==> src/sv/mfte_pkg.sv <==
// Shared types and constants for the motion-JPEG frame extractor.
`default_nettype none

package mfte_pkg;

    // Marker bytes and their codes
    localparam logic [7:0] BYTE_MARK   = 8'hFF;
    localparam logic [7:0] BYTE_SOI    = 8'hD8;
    localparam logic [7:0] BYTE_EOI    = 8'hD9;
    localparam logic [7:0] BYTE_COM    = 8'hFE;
    localparam logic [7:0] BYTE_TSFLAG = 8'h01;

    // One hundredth of a second in nanoseconds
    localparam logic [31:0] NS_PER_HUNDREDTH = 32'd10000000;

    // Last index of the four-byte header and seconds fields
    localparam logic [1:0] FIELD_LAST = 2'd3;

    // Depth of the queue between parser and emitter
    localparam int QUEUE_DEPTH = 4;

    typedef enum logic [2:0] {
        PH_SEARCH     = 3'd0,
        PH_SEARCH_FF  = 3'd1,
        PH_BODY       = 3'd2,
        PH_BODY_FF    = 3'd3,
        PH_HEADER     = 3'd4,
        PH_SECONDS    = 3'd5,
        PH_HUNDREDTHS = 3'd6
    } t_phase;

    // One queued command: a byte to send, possibly preceded by FF (start)
    typedef struct packed {
        logic [7:0]  data;
        logic        start;
        logic        last;
        logic [31:0] seconds;
        logic [7:0]  hundredths;
    } t_cmd;

    // Queue status seen by both sides
    typedef struct packed {
        logic full;
        logic valid;
    } t_q_stat;

endpackage

`default_nettype wire

==> src/sv/mfte_parser.sv <==
// Front end: parses the byte stream and queues bytes to be sent.
`default_nettype none

module mfte_parser
    import mfte_pkg::*;
(
    input  wire logic       i_clk,
    input  wire logic       i_rst_n,
    input  wire logic       i_valid,
    input  wire logic [7:0] i_byte,
    input  wire t_q_stat    i_q_stat,
    output logic            o_ready,
    output logic            o_push,
    output t_cmd            o_cmd
);

    t_phase      r_phase, n_phase;
    logic [1:0]  r_cnt, n_cnt;
    logic [31:0] r_shift, n_shift;
    logic [31:0] r_held_sec, n_held_sec;
    logic [7:0]  r_held_hund, n_held_hund;
    logic        accept;
    logic        emit;
    logic        is_start;
    logic        is_end;

    assign o_ready = !i_q_stat.full;
    assign accept  = i_valid && o_ready;

    // Next phase
    always_comb begin
        n_phase = r_phase;
        if (accept) begin
            unique case (r_phase)
                PH_SEARCH_FF: n_phase = (i_byte == BYTE_SOI) ? PH_BODY : PH_SEARCH;
                PH_BODY: begin
                    if (i_byte == BYTE_MARK) n_phase = PH_BODY_FF;
                end
                PH_BODY_FF: begin
                    if (i_byte == BYTE_EOI)      n_phase = PH_SEARCH;
                    else if (i_byte == BYTE_COM) n_phase = PH_HEADER;
                    else                         n_phase = PH_BODY;
                end
                PH_HEADER: begin
                    if (r_cnt == FIELD_LAST)
                        n_phase = (i_byte == BYTE_TSFLAG) ? PH_SECONDS : PH_BODY;
                end
                PH_SECONDS: begin
                    if (r_cnt == FIELD_LAST) n_phase = PH_HUNDREDTHS;
                end
                PH_HUNDREDTHS: n_phase = PH_BODY;
                default:       n_phase = (i_byte == BYTE_MARK) ? PH_SEARCH_FF : PH_SEARCH;
            endcase
        end
    end

    // Outputs and field assembly
    always_comb begin
        emit        = 1'b0;
        is_start    = 1'b0;
        is_end      = 1'b0;
        n_cnt       = r_cnt;
        n_shift     = r_shift;
        n_held_sec  = r_held_sec;
        n_held_hund = r_held_hund;
        unique case (r_phase)
            PH_SEARCH_FF: begin
                if (i_byte == BYTE_SOI) begin
                    emit        = 1'b1;
                    is_start    = 1'b1;
                    n_cnt       = '0;
                    n_shift     = '0;
                    n_held_sec  = '0;
                    n_held_hund = '0;
                end
            end
            PH_BODY: emit = 1'b1;
            PH_BODY_FF: begin
                emit   = 1'b1;
                is_end = (i_byte == BYTE_EOI);
                if (i_byte == BYTE_COM) n_cnt = '0;
            end
            PH_HEADER: begin
                emit  = 1'b1;
                n_cnt = r_cnt + 2'd1;
                if (r_cnt == FIELD_LAST && i_byte == BYTE_TSFLAG) n_shift = '0;
            end
            PH_SECONDS: begin
                emit    = 1'b1;
                n_cnt   = r_cnt + 2'd1;
                n_shift = {r_shift[23:0], i_byte};
            end
            PH_HUNDREDTHS: begin
                emit        = 1'b1;
                n_held_sec  = r_shift;
                n_held_hund = i_byte;
            end
            default: emit = 1'b0;
        endcase
    end

    assign o_push           = accept && emit;
    assign o_cmd.data       = i_byte;
    assign o_cmd.start      = is_start;
    assign o_cmd.last       = is_end;
    assign o_cmd.seconds    = r_held_sec;
    assign o_cmd.hundredths = r_held_hund;

    // Parser state
    always_ff @(posedge i_clk) begin
        if (!i_rst_n) begin
            r_phase     <= PH_SEARCH;
            r_cnt       <= '0;
            r_shift     <= '0;
            r_held_sec  <= '0;
            r_held_hund <= '0;
        end else if (accept) begin
            r_phase     <= n_phase;
            r_cnt       <= n_cnt;
            r_shift     <= n_shift;
            r_held_sec  <= n_held_sec;
            r_held_hund <= n_held_hund;
        end
    end

endmodule

`default_nettype wire

==> src/sv/mfte_queue.sv <==
// Small first-word-fall-through queue of parsed commands.
`default_nettype none

module mfte_queue
    import mfte_pkg::*;
#(
    parameter int DEPTH = QUEUE_DEPTH
)
(
    input  wire logic i_clk,
    input  wire logic i_rst_n,
    input  wire logic i_push,
    input  wire t_cmd i_cmd,
    input  wire logic i_pop,
    output t_q_stat   o_stat,
    output t_cmd      o_cmd
);

    localparam int PW = (DEPTH > 1) ? $clog2(DEPTH) : 1;
    localparam int CW = $clog2(DEPTH + 1);
    localparam logic [PW-1:0] PTR_LAST = PW'(DEPTH - 1);
    localparam logic [CW-1:0] CNT_FULL = CW'(DEPTH);

    t_cmd          r_mem [DEPTH];
    logic [PW-1:0] r_wr_ptr, r_rd_ptr;
    logic [CW-1:0] r_count;
    logic          do_push, do_pop;

    assign o_stat.full  = (r_count == CNT_FULL);
    assign o_stat.valid = (r_count != '0);
    assign o_cmd        = r_mem[r_rd_ptr];
    assign do_push      = i_push && !o_stat.full;
    assign do_pop       = i_pop && o_stat.valid;

    // Storage
    always_ff @(posedge i_clk) begin
        if (do_push) r_mem[r_wr_ptr] <= i_cmd;
    end

    // Pointers and fill count
    always_ff @(posedge i_clk) begin
        if (!i_rst_n) begin
            r_wr_ptr <= '0;
            r_rd_ptr <= '0;
            r_count  <= '0;
        end else begin
            if (do_push) r_wr_ptr <= (r_wr_ptr == PTR_LAST) ? '0 : r_wr_ptr + 1'b1;
            if (do_pop)  r_rd_ptr <= (r_rd_ptr == PTR_LAST) ? '0 : r_rd_ptr + 1'b1;
            if (do_push && !do_pop)      r_count <= r_count + 1'b1;
            else if (do_pop && !do_push) r_count <= r_count - 1'b1;
        end
    end

endmodule

`default_nettype wire

==> src/sv/mfte_emitter.sv <==
// Back end: turns queued commands into output transfers.
`default_nettype none

module mfte_emitter
    import mfte_pkg::*;
(
    input  wire logic   i_clk,
    input  wire logic   i_rst_n,
    input  wire t_q_stat i_q_stat,
    input  wire t_cmd   i_cmd,
    output logic        o_pop,
    input  wire logic   i_ready,
    output logic        o_valid,
    output logic [7:0]  o_byte,
    output logic        o_start,
    output logic        o_end,
    output logic [31:0] o_seconds,
    output logic [31:0] o_nanoseconds
);

    logic        r_valid;
    logic        r_half;
    logic [7:0]  r_byte;
    logic        r_start;
    logic        r_end;
    logic [31:0] r_seconds;
    logic [31:0] r_nanoseconds;
    logic        load;
    logic        lead_ff;
    logic [31:0] ns_value;

    assign load    = i_q_stat.valid && (!r_valid || i_ready);
    // Start command goes out as FF first, the queued D8 on the next load
    assign lead_ff = i_cmd.start && !r_half;
    assign o_pop   = load && !lead_ff;
    assign ns_value = 32'(i_cmd.hundredths) * NS_PER_HUNDREDTH;

    // Output valid and start-marker split
    always_ff @(posedge i_clk) begin
        if (!i_rst_n) begin
            r_valid <= 1'b0;
            r_half  <= 1'b0;
        end else begin
            if (load)          r_valid <= 1'b1;
            else if (i_ready)  r_valid <= 1'b0;
            if (load)          r_half  <= lead_ff;
        end
    end

    // Output payload
    always_ff @(posedge i_clk) begin
        if (load) begin
            r_byte        <= lead_ff ? BYTE_MARK : i_cmd.data;
            r_start       <= lead_ff;
            r_end         <= i_cmd.last && !lead_ff;
            r_seconds     <= (i_cmd.last && !lead_ff) ? i_cmd.seconds : '0;
            r_nanoseconds <= (i_cmd.last && !lead_ff) ? ns_value : '0;
        end
    end

    assign o_valid       = r_valid;
    assign o_byte        = r_byte;
    assign o_start       = r_start;
    assign o_end         = r_end;
    assign o_seconds     = r_seconds;
    assign o_nanoseconds = r_nanoseconds;

endmodule

`default_nettype wire

==> src/sv/mjpeg_frame_timestamp_extractor_core.sv <==
// Top level of the motion-JPEG frame extractor with camera timestamp.
// Takes one stream byte per transfer and sends out the bytes of each JPEG image from the
// FF D8 start marker through the FF D9 end marker; all other bytes are dropped. A comment
// segment (FF FE) whose fourth header byte is 01 carries a big-endian seconds count and a
// hundredths byte, which are reported on the end-marker transfer (tlast) as seconds and
// nanoseconds; tuser marks the FF of the start marker. A byte is taken every clock while
// the command queue (QUEUE_DEPTH entries) has room. Each queued byte leaves the output
// register as one transfer, except the start marker, which occupies the output for two
// transfers (FF, D8); the queue absorbs that extra transfer.
`default_nettype none

module mjpeg_frame_timestamp_extractor_core
    import mfte_pkg::*;
#(
    parameter int P_QUEUE_DEPTH = QUEUE_DEPTH
)
(
    input  wire logic        i_clk,
    input  wire logic        i_rst_n,
    input  wire logic        i_s_axis_tvalid,
    output logic             o_s_axis_tready,
    input  wire logic [7:0]  i_s_axis_tdata,  // [7:0] stream_byte
    output logic             o_m_axis_tvalid,
    input  wire logic        i_m_axis_tready,
    output logic [71:0]      o_m_axis_tdata,  // [7:0] image_byte, [39:8] stamp_seconds,
                                              // [71:40] stamp_nanoseconds
    output logic             o_m_axis_tlast,  // image_end
    output logic             o_m_axis_tuser   // image_start
);

    t_q_stat     q_stat;
    t_cmd        push_cmd;
    t_cmd        head_cmd;
    logic        push;
    logic        pop;
    logic [7:0]  out_byte;
    logic [31:0] out_seconds;
    logic [31:0] out_ns;

    mfte_parser u_parser (
        .i_clk    (i_clk),
        .i_rst_n  (i_rst_n),
        .i_valid  (i_s_axis_tvalid),
        .i_byte   (i_s_axis_tdata),
        .i_q_stat (q_stat),
        .o_ready  (o_s_axis_tready),
        .o_push   (push),
        .o_cmd    (push_cmd)
    );

    mfte_queue #(
        .DEPTH (P_QUEUE_DEPTH)
    ) u_queue (
        .i_clk   (i_clk),
        .i_rst_n (i_rst_n),
        .i_push  (push),
        .i_cmd   (push_cmd),
        .i_pop   (pop),
        .o_stat  (q_stat),
        .o_cmd   (head_cmd)
    );

    mfte_emitter u_emitter (
        .i_clk         (i_clk),
        .i_rst_n       (i_rst_n),
        .i_q_stat      (q_stat),
        .i_cmd         (head_cmd),
        .o_pop         (pop),
        .i_ready       (i_m_axis_tready),
        .o_valid       (o_m_axis_tvalid),
        .o_byte        (out_byte),
        .o_start       (o_m_axis_tuser),
        .o_end         (o_m_axis_tlast),
        .o_seconds     (out_seconds),
        .o_nanoseconds (out_ns)
    );

    assign o_m_axis_tdata = {out_ns, out_seconds, out_byte};

    // No push is ever offered to a full queue
    a_no_overflow: assert property (@(posedge i_clk) disable iff (!i_rst_n)
        !(push && q_stat.full))
        else $error("push into full queue");

    // Start marker leads with FF
    a_start_is_ff: assert property (@(posedge i_clk) disable iff (!i_rst_n)
        (o_m_axis_tvalid && o_m_axis_tuser) |-> (o_m_axis_tdata[7:0] == BYTE_MARK))
        else $error("start transfer not FF");

    // A delivered start FF is followed by D8 at the next output transfer
    a_start_then_soi: assert property (@(posedge i_clk) disable iff (!i_rst_n)
        (o_m_axis_tvalid && i_m_axis_tready && o_m_axis_tuser)
        |=> (!o_m_axis_tvalid || (o_m_axis_tdata[7:0] == BYTE_SOI && !o_m_axis_tuser)))
        else $error("start FF not followed by D8");

    // Stamp fields are zero away from the end byte
    a_stamp_zero: assert property (@(posedge i_clk) disable iff (!i_rst_n)
        (o_m_axis_tvalid && !o_m_axis_tlast) |-> (o_m_axis_tdata[71:8] == '0))
        else $error("stamp nonzero on non-end transfer");

endmodule

`default_nettype wire
==> config.mk <==
export PLATFORM = sky130hd
export DESIGN_NAME = mjpeg_frame_timestamp_extractor_core
export DESIGN_NICKNAME = d
export VERILOG_FILES = /design/src/sv/mfte_pkg.sv /design/src/sv/mfte_parser.sv /design/src/sv/mfte_queue.sv /design/src/sv/mfte_emitter.sv /design/src/sv/mjpeg_frame_timestamp_extractor_core.sv
export SDC_FILE = /design/constraint.sdc
export NUM_CORES = 1
export LEC_CHECK = 0
export BUFFER_PORTS_ARGS = -buffer_cell sky130_fd_sc_hd__buf_2
export CAP_MARGIN = 10
export CORE_ASPECT_RATIO = 1.75
export CORE_MARGIN = 2
export CORE_UTILIZATION = 23
export CTS_CLUSTER_SIZE = 12
export DETAILED_ROUTE_END_ITERATION = 10
export PLACE_DENSITY = 0.35
export SLEW_MARGIN = 20
export SYNTH_ARGS = -nofsm -noshare
export SYNTH_HDL_FRONTEND = slang
export SYNTH_SLANG_ARGS = --single-unit
==> constraint.sdc <==
create_clock -name i_clk -period 6.3 [get_ports i_clk]
set_clock_uncertainty 0.15 [all_clocks]
set_input_delay 1.26 -clock i_clk [delete_from_list [all_inputs] [get_ports i_clk]]
set_output_delay 1.26 -clock i_clk [all_outputs]
set_load 0.02 [all_outputs]
## After elaboration in Yosys (flattened, before gate mapping)

Memory sizes are Yosys's and may differ from the RTL's. A register that Yosys moved wholly into a read port is not among the register bits.
Index checks and enable logic that the tools add are counted.

- Add/sub/neg operators: 5
- Multipliers: 1
- Equal/unequal tests: 21
- Muxes and demuxes: 32
- Reductions and logical operators: 30

Operators by type and width:

| kind | count |
|---|---|
| one-hot mux 32 bit (3 select lines) | 1 |
| 2-to-1 mux 32 bit | 2 |
| one-hot mux 32 bit (2 select lines) | 1 |
| == test 8 bit (second input constant) | 4 |
| multiplier 8 x 17 -> 25 bit (second input constant) | 1 |
| 2-to-1 mux 3 bit | 8 |
| one-hot mux 3 bit (6 select lines) | 1 |
| one-hot mux 8 bit (2 select lines) | 1 |
| 2-to-1 mux 2 bit | 7 |
| == test 3 bit (second input constant) | 4 |
| inequality test 2 x 1 -> 1 bit (second input constant) | 6 |
| AND reduction 4 bit | 3 |
| logical AND 1 bit | 11 |
| nonzero test 3 bit | 3 |
| == test 8 x 1 -> 1 bit (second input constant) | 1 |
| 2-to-1 mux 1 bit | 8 |
| 2-to-1 mux 8 bit | 1 |
| adder 2 x 1 -> 2 bit (second input constant) | 3 |
| == test 2 bit (second input constant) | 3 |
| == test 3 x 2 -> 1 bit (second input constant) | 2 |
| logical NOT 1 bit | 6 |
| one-hot mux 2 bit (3 select lines) | 1 |
| nonzero test 2 bit | 3 |
| OR reduction 5 bit | 1 |
| other kinds (7) | 7 |

- Register bits: 160
- Bits in writable memories: 200
- Input bits: 12
- Output and inout bits: 76
- Word-level logic and storage cells: 106
- Memories kept: 1

Memories:

| memory | words | bits a word | read ports | clocked after memory_dff | write ports | RTL line | source |
|---|---|---|---|---|---|---|---|
| u_queue.r_mem | 4 | 50 | 1 | 1 | 1 | mfte_queue.sv:24 | `t_cmd r_mem [DEPTH];` |

## Longest topological paths before layout

- Depth in word-level cells: 9
- Gate-level depth with buffers: 18
- Depth with buffers taken out: 15

## Modules after synthesis

From an unflattened synthesis, not the netlist that was laid out.

- Cells, all modules: 1,041
- Area total of the unflattened synthesis: 15,643.8 µm²

By module, submodules not included:

| module | times used | cells an instance | area each (µm²) | seq. area each (µm²) |
|---|---|---|---|---|
| mfte_queue | 1 | 313 | 7,753.7 | 6,185.9 |
| mfte_emitter | 1 | 414 | 4,760.8 | 2,052.0 |
| mfte_parser | 1 | 314 | 3,129.3 | 1,541.5 |

## Least setup slack after synthesis

No wires, ideal clock.

- Path kind: input to register
- From: in i_m_axis_tready
- To: reg u_queue.r_count[2]
- Library setup time: 0.076 ns
- Data arrival time: 6.408 ns
- Required time: 6.074 ns
- Path slack: -0.333 ns
- Cell stages on the path: 9
- Buffers on the path: 0
- Cells stage by stage: inv_1 -> a21oi_1 -> nand2b_1 -> ha_1 -> inv_1 -> fa_1 -> xor2_1 -> or3_1 -> a21boi_0

- Longest elaborated chain between the ends: 7
- Elaborated cells between the ends (all ways): 9
- Classes of those cells: mux: 1; reduce/logical: 8

Ends and longest elaborated chain:

| what | RTL line | source |
|---|---|---|
| start, declared | mjpeg_frame_timestamp_extractor_core.sv:24 | `input wire logic i_m_axis_tready,` |
| logical OR 1 bit (*) | mfte_emitter.sv:32 | `assign load = i_q_stat.valid && (!r_valid \|\| i_ready);` |
| logical AND 1 bit (*) | mfte_emitter.sv:32 |  |
| net u_emitter.load | mfte_emitter.sv:28 | `logic load;` |
| logical AND 1 bit (*) | mfte_emitter.sv:35 | `assign o_pop = load && !lead_ff;` |
| logical AND 1 bit (*) | mfte_queue.sv:33 | `assign do_pop = i_pop && o_stat.valid;` |
| logical NOT 1 bit | mfte_queue.sv:49 | `if (do_push && !do_pop) r_count <= r_count + 1'b1;` |
| logical AND 1 bit | mfte_queue.sv:49 |  |
| 2-to-1 mux 3 bit or nonzero test 2 bit (tied branches) | - |  |
| end signal, assigned | mfte_queue.sv:49 |  |
| end signal, assigned | mfte_queue.sv:50 | `else if (do_pop && !do_push) r_count <= r_count - 1'b1;` |
| end, declared | mfte_queue.sv:26 | `logic [CW-1:0] r_count;` |

The timed path passes the listed nets; every way through them passes the cells marked *.
A chain may end at the register's enable or synchronous reset.

==> flow_summary.toml <==
[power_and_ir_drop]
sw_frac_of_total_pct = 31.2
peakVddDrop_mv = 0.199
p_leak_uw = 0.00607
cellInternalPower_uw = 4540
combPwrFrac_pct = 24.0
p_sw_uw = 2060
power_uw = 6590
pwr-share-seq_pct = 44.3
powerDensity_nw_per_um2 = 373
clock_power_share_pct = 31.7

[floorplanning]
dieArea_sq_um = 68100
die_w_um = 198
start_util_pct = 23.2
die_h_um = 344
fp-row-count = 124
ios = 88
core_area_sq_um = 65300

[setup_path]
reg2reg_depth = 13
r2r-end = "u_emitter.o_nanoseconds[26]"
critPathLaunchType = "register"
crit_fanout = 9
cp.required_ns = 6.41
crit_type = "register to register"
arrival_ns = 5.43
r2r_slack_ns = 0.98
end_kind = "register"

[drt]
vias_per_cell = 4.15
drc = 0
wl_per_cell_um = 19.2
dr.pass1.iters = 4
drt.antenna.violating_nets = 0
finalWirelength_mm = 38.1
drt_iter0_drc = 295
vias = 8217

[logic_synthesis]
synth_simple_gate_area_share_pct = 7.76
synth_edf_count = 267
synth_top_family_by_area = "adder cells"
yosys_warnings = 0
yosys-top-cells-area = "edfxtp_1 (53%), dfxtp_1 (12%), mux4_2 (7.3%)"
synthCells = 984
avgSynthCellArea_sq_um = 15.4
synth_xor_xnor_area_share_pct = 0.925
ys.flop_type = "edfxtp_1"
synth_compound_area_share_pct = 7.50
yosysTopAreaCell = "edfxtp_1"
yosys.area.top_type_share_pct = 52.9
synth_cell_types = 57
synth_adder_area_share_pct = 8.95
netlist_area_sq_um = 15200
synth_seq_area_share_pct = 64.5
synth_mux_area_share_pct = 7.68
synth-seq-cells = 355
synth_async_sr_flop_share_pct = 0

[finish]
utilization_pct = 27.1
drive_gt1_share_pct = 19.1
nNetsFinal = 1177
fin_area_sq_um = 17700
diodes = 0
area_growth_pct = 16.7

[timing]
hold_slack_ns = 0.312
max_slew_margin_pct = 36.3
rsz0062_at_grt = "no"
period_share_pct = 84.4
fmaxAchievable_ghz = 0.188
setup_viol = 0
min_period_ns = 5.32
final-max-slew-violation-count = 0
max_slew.worst_pin.slew_ns = 0.956
hold_viol = 0
fin_setup_tns_ns = 0

[clock_tree]
cts_hold_buf = 0
clk_path_buf_depth = 3
cts_sinks = 355
h-tree-depth = 2
cts_resized = 0
clk-insertion-delay-late_ns = 0.55
clkTransAtPathRegs_ns = 0.06
cts_root_buf = "clkbuf_16"
postCtsSetupBuffers = 0
cts_tree = "built"
cts_buffers = 37

[place]
place_congestion = 0.769
place_area_sq_um = 16500
numPortBuffers = 80
dp_hpwl_mm = 24.3

[global_route]
grt_max_degree = 59
grt_pass1_vias = 8931
track_usage_pct = 11.6
antenna_found_initial = 0
grt_pass1_wl_mm = 58.2
grt-ovfl-total = 0

[min_path]
hold_path_startpoint = "u_parser.r_cnt[0]"
hold_class = "register to register"
hold_path_depth = 1
min_to = "u_parser.r_cnt[0]"

[status]
outcome = "finished clean"

[job]
maxCapViolCount = 0
state kept, by name (all words and copies together), names as in the netlist, named ones only:
name	flops
u_queue.r_mem	200
u_emitter.o_seconds	32
u_parser.r_held_sec	32
u_parser.r_shift	32
u_emitter.o_nanoseconds	25
u_emitter.o_byte	8
u_parser.r_held_hund	8
u_parser.r_phase	3
u_queue.r_count	3
u_parser.r_cnt	2
u_queue.r_rd_ptr	2
u_queue.r_wr_ptr	2
u_emitter.o_end	1
u_emitter.o_start	1
u_emitter.o_valid	1
u_emitter.r_half	1
area by class of cell:
type                            count  area, sq um
Clock buffer                       60         1020
Fill cell                        6624        47600
Inverter                           38          143
Sequential cell                   355         9780
Timing Repair Buffer               92          510
Clock inverter                      8         96.3
Tap cell                          882         1100
Multi-Input combinational cell    544         5020
stage by stage:
stage                     std cells  setup slack, ns
after floorplan                 990            0.894
after global placement         1910            0.971
after detailed placement       1910            0.909
after CTS                      1978            0.900
after global routing           1979            0.605
final                          1979            0.984
synth_stat cells, types with 4 or more instances:
master	number
xnor2_1	11
inv_1	38
ha_1	78
and3_1	7
a31oi_1	5
dfxtp_1	88
and2_1	45
nand2_1	22
nor2_1	34
buf_1	4
nand3_1	9
o21a_1	5
mux2i_1	6
nor3_1	15
nand2b_1	5
edfxtp_1	267
a22oi_1	40
a22o_1	32
xor2_1	5
a21oi_1	22
buf_2	5
or2_2	10
fa_1	19
nand4_1	4
o21ai_0	18
mux4_2	49
nor2b_1	51
a211oi_1	6
clkbuf_1	33
buf_4	8
a21o_1	5
power groups by stage:
| stage | Combinational, uW | Sequential (uW) | Clock, uW |
|---|---|---|---|
| finish | 1580 | 2920 | 2090 |
| floorplan | 814 | 3220 | 0 |
| global placement | 1600 | 2980 | 0 |
| global route | 1770 | 2950 | 2260 |
| detailed placement | 1600 | 2980 | 0 |
| CTS | 1610 | 2940 | 2180 |
placed cells by master (no fill, tap or decap), drive strengths merged, types with 6 or more instances in the layout:
| master | n |
|---|---|
| a211oi | 6 |
| a21oi | 22 |
| a22o | 32 |
| a22oi | 40 |
| and2 | 45 |
| and3 | 7 |
| buf | 92 |
| clkbuf | 60 |
| conb | 7 |
| dfxtp | 88 |
| edfxtp | 267 |
| fa | 19 |
| ha | 78 |
| inv | 39 |
| mux2i | 6 |
| mux4 | 49 |
| nand2 | 22 |
| nand3 | 9 |
| nor2 | 34 |
| nor2b | 51 |
| nor3 | 16 |
| o21ai | 19 |
| or2 | 10 |
| xnor2 | 11 |
worst max-delay path by stage:
stage                     startpoint                          end  slack (ns)  depth (start not counted)
after floorplan             register  u_emitter.o_nanoseconds[26]        0.89                         17
after global placement      register  u_emitter.o_nanoseconds[26]        0.97                         13
after detailed placement    register  u_emitter.o_nanoseconds[26]        0.91                         13
after CTS                   register  u_emitter.o_nanoseconds[26]        0.90                         13
after global routing        register  u_emitter.o_nanoseconds[26]        0.61                         13
final                       register  u_emitter.o_nanoseconds[26]        0.98                         13
critical path: stages, from the launching register on:
cell and delay (ns):
dfxtp_4 0.44, mux4_2 0.66, ha_1 0.37, inv_1 0.06, fa_1 0.53, fa_1 0.46
fa_1 0.44, ha_1 0.36, a211oi_1 0.39, o21ai_0 0.16, o221ai_1 0.54, o221ai_1 0.25
xnor2_1 0.17, nor2_1 0.05
per-layer routing:
metal	up-vias	routed length, um	GRT usage, %
li1	3902	-	-
met1	4133	14700	12.6
met2	134	21100	22.5
met3	48	1100	1.63
met4	0	1170	4.34
met5	-	0	0
cells by family after synthesis:
family,after synthesis
and+or+nand+nor,212
muxes,55
DFF,355
xor gates and xnor gates,16
adders and majority gates,97
buffers and inverters,91
other,1
AOI/OAI and AO/OA,157
Note: power is estimated with default switching activity, not from simulation.
